$ cat config.mk
export PLATFORM = sky130hd
export DESIGN_NAME = tdc_ctrl
export DESIGN_NICKNAME = d
export VERILOG_FILES = /design/src/rtl/tdc_pkg.sv /design/src/rtl/tdc_ctrl.sv
export SDC_FILE = /design/constraint.sdc
export NUM_CORES = 1
export LEC_CHECK = 0
export ABC_AREA = 0
export BUFFER_PORTS_ARGS = -buffer_cell sky130_fd_sc_hd__buf_2
export CAP_MARGIN = 10
export CORE_AREA = 2 2 40 42
export DETAILED_ROUTE_END_ITERATION = 7
export DIE_AREA = 0 0 42 44
export GPL_TIMING_DRIVEN = 0
export PLACE_DENSITY = 0.82
export SYNTH_ARGS = -nofsm -noshare
export SYNTH_HDL_FRONTEND = slang
export SYNTH_SLANG_ARGS = --single-unit
$ cat constraint.sdc
create_clock -name i_clk -period 1.6 [get_ports i_clk]
set_input_delay 0.08 -clock i_clk [delete_from_list [all_inputs] [get_ports i_clk]]
set_output_delay 0.08 -clock i_clk [all_outputs]
set_load 0.01 [all_outputs]
$ cat src/rtl/tdc_pkg.sv
// Package for the touch debounce and calibration block.
// Holds shared widths, register indexes, reset values and the control structs.
// No dependencies.
`default_nettype none

package tdc_pkg;

    localparam int SAMPLE_BITS = 12;
    localparam int ZONE_W      = 2 * SAMPLE_BITS;
    localparam int ORIENT_W    = 3;
    localparam int CFG_IDX_W   = 3;
    localparam int STEP_W      = $clog2(SAMPLE_BITS);

    // Configuration register indexes.
    localparam logic [CFG_IDX_W-1:0] CFG_X_RAW_MIN   = 3'd0;
    localparam logic [CFG_IDX_W-1:0] CFG_X_RAW_MAX   = 3'd1;
    localparam logic [CFG_IDX_W-1:0] CFG_Y_RAW_MIN   = 3'd2;
    localparam logic [CFG_IDX_W-1:0] CFG_Y_RAW_MAX   = 3'd3;
    localparam logic [CFG_IDX_W-1:0] CFG_X_RES       = 3'd4;
    localparam logic [CFG_IDX_W-1:0] CFG_Y_RES       = 3'd5;
    localparam logic [CFG_IDX_W-1:0] CFG_TOLERANCE   = 3'd6;
    localparam logic [CFG_IDX_W-1:0] CFG_ORIENTATION = 3'd7;

    // Register values after reset.
    localparam logic [SAMPLE_BITS-1:0] RST_RAW_MIN   = 12'd200;
    localparam logic [SAMPLE_BITS-1:0] RST_RAW_MAX   = 12'd3900;
    localparam logic [SAMPLE_BITS-1:0] RST_X_RES     = 12'd320;
    localparam logic [SAMPLE_BITS-1:0] RST_Y_RES     = 12'd240;
    localparam logic [SAMPLE_BITS-1:0] RST_TOLERANCE = 12'd20;
    localparam logic [ORIENT_W-1:0]    RST_ORIENT    = 3'd1;

    // Orientation bits.
    localparam int OR_DIRECT = 0;
    localparam int OR_FLIP_X = 1;
    localparam int OR_FLIP_Y = 2;

    typedef logic [SAMPLE_BITS-1:0] t_sample;

    typedef struct packed {
        logic load_in;
        logic check;
        logic mul_go;
        logic mul_y;
        logic div_init;
        logic div_step;
        logic store_x;
        logic orient;
        logic zmul;
        logic out_load;
    } t_cmd;

    typedef struct packed {
        logic ok;
    } t_stat;

endpackage

`default_nettype wire

$ cat src/rtl/tdc_ctrl.sv
// Sequencer of the touch block: steps the datapath through check, scale,
// orientation and zone, and owns the request and result handshakes. Depends on tdc_pkg.
`default_nettype none

module tdc_ctrl
    import tdc_pkg::*;
(
    input  wire   i_clk,
    input  wire   i_rst_n,
    input  wire   i_in_valid,
    output logic  o_in_ready,
    output logic  o_out_valid,
    input  wire   i_out_ready,
    input  t_stat i_stat,
    output t_cmd  o_cmd
);

    localparam logic [3:0] S_IDLE   = 4'd0;
    localparam logic [3:0] S_CHECK  = 4'd1;
    localparam logic [3:0] S_MULX   = 4'd2;
    localparam logic [3:0] S_DINX   = 4'd3;
    localparam logic [3:0] S_DIVX   = 4'd4;
    localparam logic [3:0] S_MULY   = 4'd5;
    localparam logic [3:0] S_DINY   = 4'd6;
    localparam logic [3:0] S_DIVY   = 4'd7;
    localparam logic [3:0] S_ORIENT = 4'd8;
    localparam logic [3:0] S_ZMUL   = 4'd9;
    localparam logic [3:0] S_ZOUT   = 4'd10;

    localparam logic [STEP_W-1:0] LAST_STEP = STEP_W'(SAMPLE_BITS - 1);

    logic [3:0]        r_state, n_state;
    logic [STEP_W-1:0] r_cnt, n_cnt;
    logic              r_out_valid, n_out_valid;
    logic              w_in_fire;
    logic              w_out_free;
    t_cmd              w_cmd;

    assign o_in_ready  = (r_state == S_IDLE);
    assign o_out_valid = r_out_valid;
    assign o_cmd       = w_cmd;
    assign w_in_fire   = i_in_valid && o_in_ready;
    // The output register may be reloaded in the cycle its request is taken.
    assign w_out_free  = !r_out_valid || i_out_ready;

    always_comb begin
        w_cmd   = '0;
        n_state = r_state;
        n_cnt   = r_cnt;
        unique case (r_state)
            S_IDLE: begin
                w_cmd.load_in = w_in_fire;
                if (w_in_fire) n_state = S_CHECK;
            end
            S_CHECK: begin
                w_cmd.check = 1'b1;
                n_state     = i_stat.ok ? S_MULX : S_ZMUL;
            end
            S_MULX: begin
                w_cmd.mul_go = 1'b1;
                n_state      = S_DINX;
            end
            S_DINX: begin
                w_cmd.div_init = 1'b1;
                n_state        = S_DIVX;
            end
            S_DIVX: begin
                w_cmd.div_step = 1'b1;
                if (r_cnt == LAST_STEP) begin
                    n_cnt   = '0;
                    n_state = S_MULY;
                end else begin
                    n_cnt = r_cnt + 1'b1;
                end
            end
            S_MULY: begin
                w_cmd.mul_go  = 1'b1;
                w_cmd.mul_y   = 1'b1;
                w_cmd.store_x = 1'b1;
                n_state       = S_DINY;
            end
            S_DINY: begin
                w_cmd.div_init = 1'b1;
                n_state        = S_DIVY;
            end
            S_DIVY: begin
                w_cmd.div_step = 1'b1;
                if (r_cnt == LAST_STEP) begin
                    n_cnt   = '0;
                    n_state = S_ORIENT;
                end else begin
                    n_cnt = r_cnt + 1'b1;
                end
            end
            S_ORIENT: begin
                w_cmd.orient = 1'b1;
                n_state      = S_ZMUL;
            end
            S_ZMUL: begin
                w_cmd.zmul = 1'b1;
                n_state    = S_ZOUT;
            end
            S_ZOUT: begin
                if (w_out_free) begin
                    w_cmd.out_load = 1'b1;
                    n_state        = S_IDLE;
                end
            end
            default: begin
                n_state = S_IDLE;
                n_cnt   = '0;
            end
        endcase
    end

    always_comb begin
        n_out_valid = r_out_valid;
        if (w_cmd.out_load) begin
            n_out_valid = 1'b1;
        end else if (i_out_ready) begin
            n_out_valid = 1'b0;
        end
    end

    always_ff @(posedge i_clk) begin
        if (!i_rst_n) begin
            r_state     <= S_IDLE;
            r_cnt       <= '0;
            r_out_valid <= 1'b0;
        end else begin
            r_state     <= n_state;
            r_cnt       <= n_cnt;
            r_out_valid <= n_out_valid;
        end
    end

`ifndef ASSERT_OFF
    a_load_when_free: assert property (@(posedge i_clk) disable iff (!i_rst_n)
        w_cmd.out_load |-> (!r_out_valid || i_out_ready))
        else $error("result register reloaded while its request was pending");

    a_cnt_idle: assert property (@(posedge i_clk) disable iff (!i_rst_n)
        (r_state != S_DIVX && r_state != S_DIVY) |-> (r_cnt == '0))
        else $error("division step counter active outside a division");

    a_accept_to_check: assert property (@(posedge i_clk) disable iff (!i_rst_n)
        w_in_fire |=> (r_state == S_CHECK))
        else $error("accepted request did not start its check");

    a_out_valid_source: assert property (@(posedge i_clk) disable iff (!i_rst_n)
        $rose(r_out_valid) |-> $past(r_state == S_ZOUT))
        else $error("result appeared without a load");
`endif

endmodule

`default_nettype wire

# --- Word-level counts from Yosys, hierarchy flattened ---
# Index checks and enable logic that the tools add are counted.
totals:
  ff_bits: 9
  inputBits: 5
  wordCells: 49
classes:
  addsub: 1
  eq_ne: 15
  muxes: 20
  reduce_logical: 10
op_table:
  columns: ["op", "count"]
  rows:
  - ["$pmux 4 s11", 1]
  - ["$mux 4", 6]
  - ["$eq 4x3->1 const B", 4]
  - ["$eq 4x4->1 const B", 4]
  - ["$mux 1", 12]
  - ["$reduce_or 9->1", 1]
  - ["$eq 4x2->1 const B", 2]
  - ["$pmux 4 s2", 1]
  - ["$ne 2x2->1 const B", 3]
  - ["$reduce_or 2->1", 3]
  - ["$add 4x1->4 const B", 1]
  - ["$eq 4x1->1 const B", 1]
  - ["$logic_not 4->1", 1]
  - ["$reduce_and 4->1", 1]
  - ["$ne 2x1->1 const B", 1]
  - ["$reduce_bool 2->1", 1]
  - ["$logic_and 1x1->1", 1]
  - ["$logic_not 1->1", 1]
  - ["$logic_or 1x1->1", 1]

# --- Depth between registers and ports, before layout ---
depth:
  word_depth: 5
  ltp_mapped: 5
  mapped_depth_nobuf: 5

# --- Least setup slack after synthesis ---
# No wires, ideal clock.
synth_path:
  kind: "register to output"
  startpoint: "reg r_state[3]"
  endpoint: "out o_cmd[9] (netlist bit)"
  arrival_time_ps: 1305
  t_required_ps: 1520
  slack_ps: 215
  stages_incl_launch_ff: 5
  n_path_buf: 2
  cell_sequence: "dfxtp_1 -> buf_2 -> buf_2 -> nor4_1 -> and2_1"
synth_rtl:
  columns: ["element", "line", "source"]
  rows:
  - ["start, declared", "tdc_ctrl.sv:32", "logic [3:0] r_state, n_state;"]
  - ["start signal, assigned", "tdc_ctrl.sv:131", "r_state <= n_state;"]
  - ["end, declared", "tdc_ctrl.sv:15", "output t_cmd o_cmd"]

==> metrics.txt <==
result of the run=finished, final reports clean; synthesized area=676.9 sq um; clock buffer depth=2; worst hold path type=in -> reg; cell count after placement=121; reg2reg start=r_cnt[0]; main combinational cell family by area after synthesis=simple AND/OR/NAND/NOR gates; Warnings, synthesis=0; clock network fraction of total power=0.288; power per standard cell area=797.7 nW/um^2; sw frac=0.3471; Critical Path RT=1520 ps; Mapped Cells=89; post-synthesis sequential area ratio=0.2662; core area=1419 sq um; Reg power frac=0.385; WP data arrival=1450 ps; CP Capture Type=primary output; sw power=228.3 uW; total power=657.7 uW; DR WL/cell=12.75 um; Mapped Nets=95; Reg clk slew, reported paths=70 ps; number of I/O port buffers=16; Clock Sinks=9; CP Max Fanout=10; final hold slack=97.10 ps; mux share of post-synthesis cell area=0.01479; Crit Reg-Reg Endpoint=r_state[3]; DIE AREA=1848 sq um; Int Pwr=429.4 uW; crit path time final=1525 ps; Die W=42 um; fmax=655.6 MHz; Post-Route Utilization=0.5811; Filler cells=145; Via density=5.816; adder-cell share of the synthesized area=0.01848; unrepaired setup endpoints after global routing=true; Synth Area per Inst=7.606 sq um; DRC=0; Comb pwr share=0.327; # diodes=0; antenna violations before repair=0; Fin. Hold Viols=0; antenna-violating nets left=0; CTS tree=done; Compound-Gate Fraction of Synth Area=0.2606; Final Wtd Congestion=0.8132; Row Count=14; WL final=1.594 mm; Final Max Slew Viols=0; Post-DP HPWL=1.199 mm; fin nets=116; Slew @ Worst Pin=372.8 ps; later-pin clock latency in the skew report=270 ps; DR iter-0 viols=14; HP Start=i_rst_n; skew final=5.866 ps; reg2reg setup slack=220 ps; post-CTS setup buffers=0; largest net degree at the start of global routing=11; synth top area cells=dfxtp_1, nor2_1, nor2b_1; R2R depth=5; CTS Hold Bufs=0; total routing usage reported by global routing=0.1860; H-tree depth=1; XOR/XNOR Fraction of Synth Area=0.01294; vias=727; Hold Path Cell Cnt=3; Peak VDD IR=0.4639 mV; FF+latch count, synth=9; share of post-route cells with drive strength above 1=0.3119; DR pass1 iterations=4; Final setup viols=0; Yosys top cell by area=dfxtp_1; CTS root buffer=clkbuf_4; Worst setup SP type=flip-flop; Ports=17; final non-filler cell total=125; Starting Density=0.4771; period utilization=0.9533; vias in the first global route=635; Die Ht=44 um; top-area cell type share of the netlist area=0.2662; Hold Path End=r_cnt[2]; max cap viols=0; Syn-to-layout area delta=21.81%; Yosys cell types=37; Setup CP Type=reg -> out; Synth Area in Simple Gates=0.3420; global-route wire length before repair=2.622 mm; CTS buffer count=3; Pleak=0.0003456 uW; GRT overflow=0; Rel. slew slack=0.7451
==> logic make-up (layout without fill, tap and decap cells) <==
logic type,count (synthesis),count (layout)
AO/OA/AOI/OAI,24,24
XOR/XNOR,1,1
adder cells (fa/ha/maj),1,1
buffers and inverters,10,30
flip-flops,9,9
multiplexers,1,1
AND/OR/NAND/NOR,43,43
==> critical path, cell delays in order (launching register included) <==
cell and delay, ps:
dfxtp_1 310, buf_6 130, and4bb_1 340, nor2b_1 170, buf_4 110, buf_2 110
==> sequential cells by signal, summed over array words and instances (netlist names) <==
name         cells
o_out_valid      1
r_cnt            4
r_state          4
==> power by group through the flow <==
stage	clock [uW]	combinational [uW]	sequential, uW
after floorplan	0	149	252
after global placement	0	198	254
after detailed placement	0	202	255
after CTS	189	209	250
after global routing	205	236	255
final	189	215	253
==> cell usage in the layout (no fill, tap or decap), types with 2 or more instances in the layout <==
cell type  count
buf_4          2
inv_1          2
a211oi_1       2
nand3b_1       3
o21ai_1        4
dfxtp_1        8
buf_2         21
nand3_1        2
nor3_1         5
nand2b_1       2
a21oi_1        5
nor2b_1        5
nand2_1        7
o21ai_0        3
and2_1         2
nor2_1         9
clkbuf_4       3
==> through the flow <==
step / setup slack [ps] / instance area (sq um) / TNS (ps)
2_1_floorplan: 214.5 / 676.9 / 0
3_3_place_gp: 269.5 / 777.0 / 0
3_5_place_dp: 222.2 / 777.0 / 0
4_1_cts: 16.43 / 814.5 / 0
5_1_grt: -20.16 / 824.5 / -20.99
6_report: 74.69 / 824.5 / 0
==> synth_stat cells (all sizes together) <==
library cell,count
dfxtp,9
nor2,9
nand2,8
buf,7
o21ai,7
nor3,6
a21oi,5
nor2b,5
nand2b,3
nand3b,3
a211oi,2
a221oi,2
and2,2
inv,2
nand3,2
a2111oi,1
a22oi,1
a2bb2oi,1
and3,1
and4bb,1
clkbuf,1
ha,1
mux2i,1
nor4,1
o211ai,1
o21bai,1
o221ai,1
o32ai,1
o41ai,1
or2,1
or3,1
xnor2,1
==> area by class of cell <==
class                           instances  area [sq um]  area share
Buffer                                  8         51.30     0.06222
Clock buffer                            4         26.28     0.03187
Inverter                                2         7.507    0.009105
Multi-Input combinational cell         70         457.9      0.5554
Sequential cell                         9         181.4      0.2200
Tap cell                               16         20.02     0.02428
Timing Repair Buffer                   16         80.08     0.09712
==> worst max path at each step <==
stage | from | cells after the start | endpoint
final | r_state[2] | 5 | o_cmd[0]
after floorplan | r_state[3] | 4 | o_cmd[9]
after CTS | r_state[0] | 4 | o_cmd[9]
after detailed placement | r_cnt[0] | 5 | r_state[3]
after global placement | r_cnt[0] | 5 | r_state[3]
after global routing | r_state[3] | 5 | o_cmd[9]
==> layer usage <==
layer	vias to the layer above	part of all wire	global-route usage	wire length, um
met2	26	0.49	0.3375	789
met3	6	0.050	0.02917	79
met5	-	0	0	0
li1	359	-	-	-
met4	0	0.026	0.1032	41
met1	336	0.43	0.2076	684
==> timing repair <==
action	CTS	global route
cloned	0	0
endpoints found under the setup margin	2	6
gates resized for setup	2	5
Power figures use the tool's default switching activity.
