[config.mk]
export PLATFORM = sky130hd
export DESIGN_NAME = tdc_dp
export DESIGN_NICKNAME = d
export VERILOG_FILES = /design/src/rtl/tdc_pkg.sv /design/src/rtl/tdc_dp.sv
export SDC_FILE = /design/constraint.sdc
export NUM_CORES = 2
export LEC_CHECK = 0
export BUFFER_PORTS_ARGS = -buffer_cell sky130_fd_sc_hd__buf_2
export CORE_ASPECT_RATIO = 1.2
export CORE_UTILIZATION = 50
export DETAILED_ROUTE_END_ITERATION = 6
export PLACE_DENSITY = 0.7
export RECOVER_POWER = 100
export SLEW_MARGIN = 20
export SYNTH_ARGS = -nofsm -noshare
export SYNTH_HDL_FRONTEND = slang
export SYNTH_SLANG_ARGS = --single-unit
[constraint.sdc]
create_clock -name i_clk -period 7.4 [get_ports i_clk]
set_input_delay 0.74 -clock i_clk [delete_from_list [all_inputs] [get_ports i_clk]]
set_output_delay 0.74 -clock i_clk [all_outputs]
set_load 0.01 [all_outputs]
[src/rtl/tdc_pkg.sv]
// Package for the touch debounce and calibration block.
// Holds shared widths, register indexes, reset values and the control structs.
// No dependencies.
`default_nettype none

package tdc_pkg;

    localparam int SAMPLE_BITS = 12;
    localparam int ZONE_W      = 2 * SAMPLE_BITS;
    localparam int ORIENT_W    = 3;
    localparam int CFG_IDX_W   = 3;
    localparam int STEP_W      = $clog2(SAMPLE_BITS);

    // Configuration register indexes.
    localparam logic [CFG_IDX_W-1:0] CFG_X_RAW_MIN   = 3'd0;
    localparam logic [CFG_IDX_W-1:0] CFG_X_RAW_MAX   = 3'd1;
    localparam logic [CFG_IDX_W-1:0] CFG_Y_RAW_MIN   = 3'd2;
    localparam logic [CFG_IDX_W-1:0] CFG_Y_RAW_MAX   = 3'd3;
    localparam logic [CFG_IDX_W-1:0] CFG_X_RES       = 3'd4;
    localparam logic [CFG_IDX_W-1:0] CFG_Y_RES       = 3'd5;
    localparam logic [CFG_IDX_W-1:0] CFG_TOLERANCE   = 3'd6;
    localparam logic [CFG_IDX_W-1:0] CFG_ORIENTATION = 3'd7;

    // Register values after reset.
    localparam logic [SAMPLE_BITS-1:0] RST_RAW_MIN   = 12'd200;
    localparam logic [SAMPLE_BITS-1:0] RST_RAW_MAX   = 12'd3900;
    localparam logic [SAMPLE_BITS-1:0] RST_X_RES     = 12'd320;
    localparam logic [SAMPLE_BITS-1:0] RST_Y_RES     = 12'd240;
    localparam logic [SAMPLE_BITS-1:0] RST_TOLERANCE = 12'd20;
    localparam logic [ORIENT_W-1:0]    RST_ORIENT    = 3'd1;

    // Orientation bits.
    localparam int OR_DIRECT = 0;
    localparam int OR_FLIP_X = 1;
    localparam int OR_FLIP_Y = 2;

    typedef logic [SAMPLE_BITS-1:0] t_sample;

    typedef struct packed {
        logic load_in;
        logic check;
        logic mul_go;
        logic mul_y;
        logic div_init;
        logic div_step;
        logic store_x;
        logic orient;
        logic zmul;
        logic out_load;
    } t_cmd;

    typedef struct packed {
        logic ok;
    } t_stat;

endpackage

`default_nettype wire

[src/rtl/tdc_dp.sv]
// Datapath of the touch block: configuration registers, input latch,
// debounce check, shared multiplier, restoring divider and result register.
// Depends on tdc_pkg.
`default_nettype none

module tdc_dp
    import tdc_pkg::*;
(
    input  wire                   i_clk,
    input  wire                   i_rst_n,
    input  wire                   i_cfg_we,
    input  wire [CFG_IDX_W-1:0]   i_cfg_idx,
    input  wire [SAMPLE_BITS-1:0] i_cfg_data,
    input  t_sample               i_first_x,
    input  t_sample               i_first_y,
    input  t_sample               i_second_x,
    input  t_sample               i_second_y,
    input  t_sample               i_third_x,
    input  t_sample               i_third_y,
    input  t_cmd                  i_cmd,
    output t_stat                 o_stat,
    output logic                  o_pressed,
    output t_sample               o_pixel_x,
    output t_sample               o_pixel_y,
    output logic [ZONE_W-1:0]     o_zone,
    output t_sample               o_latched_raw_x,
    output t_sample               o_latched_raw_y
);

    // Configuration registers.
    t_sample             r_xmin, r_xmax, r_ymin, r_ymax, r_xres, r_yres, r_tol;
    logic [ORIENT_W-1:0] r_orient;

    // Latched readings.
    t_sample r_fx, r_fy, r_sx, r_sy, r_tx, r_ty;

    // Working registers.
    logic              r_ok;
    logic [ZONE_W-1:0] r_prod;
    t_sample           r_den, r_rem, r_quo, r_ax;
    t_sample           r_held_x, r_held_y;
    logic [ZONE_W-1:0] r_zprod;

    // Result register.
    logic              r_o_pressed;
    t_sample           r_o_px, r_o_py, r_o_rx, r_o_ry;
    logic [ZONE_W-1:0] r_o_zone;

    function automatic logic close_to(t_sample a, t_sample b, t_sample tol);
        t_sample d;
        d = (a > b) ? (a - b) : (b - a);
        return d <= tol;
    endfunction

    function automatic t_sample clamp(t_sample q, t_sample res);
        return (q > res) ? res : q;
    endfunction

    logic                 w_ok;
    t_sample              w_mul_a, w_mul_b;
    logic [ZONE_W-1:0]    w_prod;
    logic [SAMPLE_BITS:0] w_trial, w_diff;
    logic                 w_ge;
    t_sample              w_ay, w_px, w_py;

    assign w_ok = close_to(r_fx, r_sx, r_tol) && close_to(r_fy, r_sy, r_tol) &&
                  close_to(r_fx, r_tx, r_tol) && close_to(r_fy, r_ty, r_tol) &&
                  (r_fy > r_ymin) && (r_fy < r_ymax) &&
                  (r_fx > r_xmin) && (r_fx < r_xmax);
    assign o_stat.ok = w_ok;

    assign w_mul_a = i_cmd.mul_y ? (r_fy - r_ymin) : (r_fx - r_xmin);
    assign w_mul_b = i_cmd.mul_y ? r_yres : r_xres;
    assign w_prod  = ZONE_W'(w_mul_a) * ZONE_W'(w_mul_b);

    // One restoring step: the remainder stays below the divisor, so the
    // trial value fits one bit above the sample width.
    assign w_trial = {r_rem, r_quo[SAMPLE_BITS-1]};
    assign w_diff  = w_trial - {1'b0, r_den};
    assign w_ge    = (w_trial >= {1'b0, r_den});

    assign w_ay = clamp(r_quo, r_yres);

    always_comb begin
        if (!r_orient[OR_DIRECT]) begin
            w_px = r_orient[OR_FLIP_X] ? (r_yres - w_ay) : w_ay;
            w_py = r_orient[OR_FLIP_Y] ? (r_xres - r_ax) : r_ax;
        end else begin
            w_px = r_orient[OR_FLIP_X] ? (r_xres - r_ax) : r_ax;
            w_py = r_orient[OR_FLIP_Y] ? (r_yres - w_ay) : w_ay;
        end
    end

    always_ff @(posedge i_clk) begin
        if (!i_rst_n) begin
            r_xmin   <= RST_RAW_MIN;
            r_xmax   <= RST_RAW_MAX;
            r_ymin   <= RST_RAW_MIN;
            r_ymax   <= RST_RAW_MAX;
            r_xres   <= RST_X_RES;
            r_yres   <= RST_Y_RES;
            r_tol    <= RST_TOLERANCE;
            r_orient <= RST_ORIENT;
        end else if (i_cfg_we) begin
            unique case (i_cfg_idx)
                CFG_X_RAW_MIN:   r_xmin   <= i_cfg_data;
                CFG_X_RAW_MAX:   r_xmax   <= i_cfg_data;
                CFG_Y_RAW_MIN:   r_ymin   <= i_cfg_data;
                CFG_Y_RAW_MAX:   r_ymax   <= i_cfg_data;
                CFG_X_RES:       r_xres   <= i_cfg_data;
                CFG_Y_RES:       r_yres   <= i_cfg_data;
                CFG_TOLERANCE:   r_tol    <= i_cfg_data;
                CFG_ORIENTATION: r_orient <= i_cfg_data[ORIENT_W-1:0];
                default: ;
            endcase
        end
    end

    always_ff @(posedge i_clk) begin
        if (!i_rst_n) begin
            r_held_x <= '0;
            r_held_y <= '0;
        end else if (i_cmd.orient) begin
            r_held_x <= w_px;
            r_held_y <= w_py;
        end
    end

    always_ff @(posedge i_clk) begin
        if (i_cmd.load_in) begin
            r_fx <= i_first_x;
            r_fy <= i_first_y;
            r_sx <= i_second_x;
            r_sy <= i_second_y;
            r_tx <= i_third_x;
            r_ty <= i_third_y;
        end
        if (i_cmd.check) r_ok <= w_ok;
        if (i_cmd.mul_go) begin
            r_prod <= w_prod;
            r_den  <= i_cmd.mul_y ? (r_ymax - r_ymin) : (r_xmax - r_xmin);
        end
        if (i_cmd.store_x) r_ax <= clamp(r_quo, r_xres);
        if (i_cmd.div_init) begin
            // The quotient is below the resolution, so the upper half of the
            // dividend already sits below the divisor.
            r_rem <= r_prod[ZONE_W-1:SAMPLE_BITS];
            r_quo <= r_prod[SAMPLE_BITS-1:0];
        end else if (i_cmd.div_step) begin
            r_rem <= w_ge ? w_diff[SAMPLE_BITS-1:0] : w_trial[SAMPLE_BITS-1:0];
            r_quo <= {r_quo[SAMPLE_BITS-2:0], w_ge};
        end
        if (i_cmd.zmul) r_zprod <= ZONE_W'(r_held_y) * ZONE_W'(r_xres);
        if (i_cmd.out_load) begin
            r_o_pressed <= r_ok;
            r_o_px      <= r_held_x;
            r_o_py      <= r_held_y;
            r_o_zone    <= ZONE_W'(r_held_x) + r_zprod;
            r_o_rx      <= r_fx;
            r_o_ry      <= r_fy;
        end
    end

    assign o_pressed       = r_o_pressed;
    assign o_pixel_x       = r_o_px;
    assign o_pixel_y       = r_o_py;
    assign o_zone          = r_o_zone;
    assign o_latched_raw_x = r_o_rx;
    assign o_latched_raw_y = r_o_ry;

endmodule

`default_nettype wire

**Word level (Yosys, flattened, before mapping)**

Index checks and enable logic that the tools add are counted.

- Add/sub/neg operators: 16
- Multipliers: 2
- Div/mod/pow operators: 0
- Magnitude comparators: 15
- Eq/ne operators: 7
- Shift operators: 0
- Multiplexer cells: 20
- Bitwise logic cells: 0
- Reductions and logical operators: 17

Operators with widths:

| cell | count |
|---|---|
| 2-to-1 mux 12 bit | 20 |
| subtractor 12 bit | 15 |
| > comparator 12 bit | 8 |
| <= comparator 12 bit | 4 |
| multiplier 12 x 12 -> 24 bit | 2 |
| adder 12 x 24 -> 24 bit | 1 |
| < comparator 12 bit | 2 |
| AND reduction 2 bit | 8 |
| >= comparator 13 x 12 -> 1 bit | 1 |
| == test 3 bit (second input constant) | 4 |
| logical AND 1 bit | 7 |
| == test 3 x 2 -> 1 bit (second input constant) | 2 |
| == test 3 x 1 -> 1 bit (second input constant) | 1 |
| logical NOT 3 bit | 1 |
| nonzero test 2 bit | 1 |

- Register bits: 353
- Bits in latches: 0
- Bits in writable memories: 0
- Bits in read-only memories: 0
- Input port bits: 100
- Output and inout bits: 74
- Logic and storage cells: 106
- Memories kept: 0

**Logic depth before layout (Yosys ltp)**

- Depth in word-level cells: 10
- Mapped depth: 29
- Gate-level depth less buffers: 29

**Worst setup path before layout**

No wires, ideal clock.

- Path type: flip-flop to flip-flop
- From: reg r_fx[1]
- To: reg r_prod[23] (data pin)
- Library setup time: 265 ps
- Data arrival time: 6651 ps
- Required time: 7135 ps
- Path slack: 484 ps
- Cell stages (with the launch flop): 29
- Path buffers: 1
- Clock period less this slack: 6916 ps
- Cell sequence: edfxtp_1 -> inv_1 -> fa_1 -> nor2b_1 -> o21ai_1 -> a21boi_0 -> o21ai_1 -> a21boi_0 -> o21a_1 -> nor3_1 -> o31ai_1 -> clkbuf_1 -> nand2_1 -> fa_1 -> fa_1 -> inv_1 -> fa_1 -> fa_1 -> inv_1 -> fa_1 -> inv_1 -> ha_1 -> nand3_1 -> o21ai_0 -> nand2_1 -> a21oi_1 -> a21boi_0 -> a311oi_1 -> xnor2_1

- Longest elaborated chain between the ends: 3

RTL lines:

| what | line | RTL |
|---|---|---|
| start, declared | tdc_dp.sv:35 | `t_sample r_fx, r_fy, r_sx, r_sy, r_tx, r_ty;` |
| start signal, assigned | tdc_dp.sv:131 | `r_fx <= i_first_x;` |
| subtractor 12 bit | tdc_dp.sv:72 | `assign w_mul_a = i_cmd.mul_y ? (r_fy - r_ymin) : (r_fx - r_xmin);` |
| 2-to-1 mux 12 bit | tdc_dp.sv:72 |  |
| multiplier 12 x 12 -> 24 bit | tdc_dp.sv:74 | `assign w_prod = ZONE_W'(w_mul_a) * ZONE_W'(w_mul_b);` |
| named net w_prod[23] | tdc_dp.sv:61 | `logic [ZONE_W-1:0] w_prod;` |
| end signal, assigned | tdc_dp.sv:140 | `r_prod <= w_prod;` |
| end, declared | tdc_dp.sv:39 | `logic [ZONE_W-1:0] r_prod;` |

The timed path passes the listed nets, and every way through them passes these cells.
A chain may end at the register's enable or synchronous reset.

**Worst setup path after layout**

- From: reg r_fx[6]
- To: out o_stat

- Longest elaborated chain between the ends: 10
- Elaborated cells on any way between the ends: 19
- Classes of those cells: add/sub: 4; order compare: 6; mux: 2; reduce/logical: 7

RTL lines:

| what | line | RTL |
|---|---|---|
| subtractor 12 bit or > comparator 12 bit (tied branches) | tdc_dp.sv:51 | `d = (a > b) ? (a - b) : (b - a);` |
| 2-to-1 mux 12 bit | tdc_dp.sv:51 |  |
| <= comparator 12 bit | tdc_dp.sv:52 | `return d <= tol;` |
| logical AND 1 bit (2 in a row) | tdc_dp.sv:66 | `assign w_ok = close_to(r_fx, r_sx, r_tol) && close_to(r_fy, r_sy, r_tol) &&` |
| logical AND 1 bit (2 in a row) | tdc_dp.sv:67 | `close_to(r_fx, r_tx, r_tol) && close_to(r_fy, r_ty, r_tol) &&` |
| logical AND 1 bit (2 in a row) | tdc_dp.sv:68 | `(r_fy > r_ymin) && (r_fy < r_ymax) &&` |
| logical AND 1 bit * | tdc_dp.sv:69 | `(r_fx > r_xmin) && (r_fx < r_xmax);` |
| end, declared | tdc_dp.sv:21 | `output t_stat o_stat,` |

Every way passes the cells marked *; elsewhere a longest branch is shown, timed or not.

==> results.sh <==
export IMPL_status="finished with violations"
export IMPL_violations="capacitance limit, slew limit"
export IMPL_clk_pin_slew_ns=0.06
export IMPL_p_seq_frac=0.304
export IMPL_hold_class="input pin to flop"
export IMPL_drv_slew=380
export IMPL_synth_area_top_cells="edfxtp_1 (22%), ha_1 (16%), fa_1 (13%), dfxtp_1 (6.9%), inv_1 (5.5%)"
export IMPL_vias=25063
export IMPL_synth_distinct_cells=77
export IMPL_synth_common_cells="inv_1 (477), nand2_1 (428), ha_1 (402), edfxtp_1 (242), fa_1 (216)"
export IMPL_cts_hold_buf=0
export IMPL_synth_most_common_cell="inv_1"
export IMPL_irDropWorstVdd_v=0.0002025
export IMPL_finalNetCount=4348
export IMPL_port_buffers=173
export IMPL_yosys_area_top_type="edfxtp_1"
export IMPL_antenna_found_initial=4
export IMPL_clkPwrFrac=0.244
export IMPL_synth_enable_flop_cells=242
export IMPL_power_internal_mw=5.448
export IMPL_htree_levels=2
export IMPL_synth_top_area_share=0.2241
export IMPL_critPathKind="flop to output pin"
export IMPL_combPwrFrac=0.453
export IMPL_ys_seq_area_frac=0.2926
export IMPL_fill_cells=5797
export IMPL_start_util=0.5091
export IMPL_synth_ff_type="edfxtp_1"
export IMPL_path_max_fanout=19
export IMPL_drv_cap=8
export IMPL_gr_usage_all_layers=0.2607
export IMPL_die_h_um=281.0
export IMPL_rows=101
export IMPL_swShare=0.3841
export IMPL_cts_tree="done"
export IMPL_power_density_nw_per_um2=248.6
export IMPL_hpwlAfterDp_mm=66.54
export IMPL_synthesis_nets=4185
export IMPL_postSynthCellCount=3467
export IMPL_dieWidth_um=234.5
export IMPL_synth_seq_cells=353
export IMPL_crit_arrival_ns=6.30
export IMPL_start_kind="flop"
export IMPL_io_pins=174
export IMPL_vias_per_cell=5.584
export IMPL_crit_path_end_kind="output pin"
export IMPL_switching_power_mw=3.398
export IMPL_r2r_setup_slack_ns=0.38
export IMPL_ant_nets=0
export IMPL_core_area_um2=63690
export IMPL_dr_pass1_iters=5
export IMPL_fin_crit_sh=0.9519
export IMPL_synth_area_um2=32430
export IMPL_cts_made_buffers=40
export IMPL_slew_limit_headroom=-1.996
export IMPL_grt_overflow_total=0
export IMPL_drt_iter0_markers=1491
export IMPL_worst_slew_pin_slew_ns=4.493
export IMPL_cts_buffer_depth=3
export IMPL_syn2layout_area_growth_pct=9.747
export IMPL_cts_root_buf="clkbuf_16"
export IMPL_clock_sinks=353
export IMPL_worstPathRequired_ns=6.66
export IMPL_clock_skew_ns=0.02120
export IMPL_grt_pass1_vias=24918
export IMPL_cellLeakagePower_nw=16.18
export IMPL_ys_warn_count=0
export IMPL_fin_setup_tns_ns=0
export IMPL_clk_latency_ns=0.60
export IMPL_post_synth_cell_area_avg_um2=9.353
export IMPL_drc=0
export IMPL_hold_viol_final=0
export IMPL_setup_viol=0
export IMPL_drive_above_1_share=0.07837
export IMPL_max_freq_mhz=142.0
export IMPL_whs_ns=0.3156
export IMPL_grt_max_degree=113
export IMPL_routed_wl_mm=85.01
export IMPL_async_reset_ff_frac=0
export IMPL_grt_pass1_wl_mm=133.0
export IMPL_die_area_um2=65880
export IMPL_place_congestion=0.9434
export IMPL_rsz0062_at_grt="false"
export IMPL_wire_per_inst_um=18.94
export IMPL_min_period_ns=7.044
-- path summary, 6_finish.rpt --
path,depth (start not counted),from,to
max,22,r_fx[6],o_stat
min,1,i_third_x[5],r_tx[5]
max reg2reg,26,r_xmin[1],r_prod[23]
min reg2reg,0,r_ok,o_pressed
-- logic make-up (layout without fill, tap and decap cells) --
logic type	Yosys count	in the layout	synth area share
AO/OA/AOI/OAI	687	687	0.1382
XOR/XNOR	152	152	0.04105
adder cells (fa/ha/maj)	618	618	0.2885
buffers and inverters	598	793	0.07015
flip-flops	353	353	0.2926
multiplexers	103	103	0.03515
other	0	2	0
AND/OR/NAND/NOR	956	956	0.1344
-- cells in the final DEF, fill, tap and decap left out, types with 16 or more instances in the layout --
master,count
clkbuf_1,109
ha_1,402
xnor2_1,107
and2_1,77
clkbuf_16,42
dfxtp_1,111
a21boi_0,60
mux2i_1,57
nand2_1,428
a211oi_1,41
nor3_1,54
nand3_1,25
nand2b_1,32
nand4_1,39
or3_1,16
o21a_1,18
buf_2,89
fa_1,216
nor2b_1,48
xor2_1,45
a21o_1,83
edfxtp_1,242
o21ai_0,125
a31oi_1,16
buf_4,45
mux2_2,39
inv_1,477
o211ai_1,50
a21oi_1,174
nor2_1,187
-- metal layers --
| layer | vias to the layer above | track usage | wire length, um |
|---|---|---|---|
| met5 | - | 0 | 24 |
| li1 | 12092 | - | - |
| met4 | 4 | 0.1160 | 3963 |
| met3 | 194 | 0.03835 | 4698 |
| met1 | 12071 | 0.3104 | 33810 |
| met2 | 702 | 0.4604 | 42510 |
-- power groups by stage --
| stage | clock network (mW) | registers [mW] | logic [mW] |
|---|---|---|---|
| after CTS | 2.19 | 2.68 | 4.02 |
| after floorplan | 0 | 2.65 | 3.03 |
| final | 2.16 | 2.69 | 4.00 |
| after detailed placement | 0 | 2.72 | 3.98 |
| after global placement | 0 | 2.72 | 3.91 |
| after global routing | 2.26 | 2.71 | 4.53 |
-- per-stage QoR --
stage	area [um2]	setup WS, ns	cells	total power, mW	utilization
global placement	34330	0.3164	4409	6.625	0.5391
detailed placement	34340	0.1370	4409	6.701	0.5391
CTS	35740	0.09964	4483	8.893	0.5611
floorplan	32430	0.4840	3467	5.676	-
global route	35590	0.007150	4488	9.507	0.5588
finish	35590	0.3559	4488	8.847	0.5588
-- what timing repair did --
action | in CTS | in global routing
resized for setup | 0 | 16
setup buffers | 0 | 3
setup endpoints to repair | 0 | 9
-- critical path, stage by stage, from the launching register on --
cell       delay [ns]
edfxtp_1         0.40
clkbuf_1         0.33
inv_1            0.12
ha_1             0.42
o21ai_0          0.15
a21oi_1          0.16
o31ai_1          0.10
a21oi_2          0.86
mux2_2           0.42
a31oi_1          0.18
xnor2_1          0.21
ha_1             0.31
a21o_1           0.16
a21o_1           0.18
a21o_1           0.17
a21oi_1          0.12
o21ai_0          0.08
a211oi_1         0.25
nor2_1           0.07
a211o_1          0.29
a2111oi_0        0.36
buf_4            0.21
buf_2            0.13
-- final cells by class --
| cell class | count | area, um2 | share of cell area |
|---|---|---|---|
| Tap cell | 824 | 1031 | 0.02897 |
| Sequential cell | 353 | 9489 | 0.2666 |
| Clock inverter | 30 | 342.8 | 0.009633 |
| Multi-Input combinational cell | 2516 | 20680 | 0.5812 |
| Inverter | 478 | 1794 | 0.05042 |
| Antenna cell | 2 | 5.005 | 0.0001406 |
| Timing Repair Buffer | 241 | 1185 | 0.03329 |
| Clock buffer | 44 | 1059 | 0.02974 |
Power figures use the tool's default switching activity.
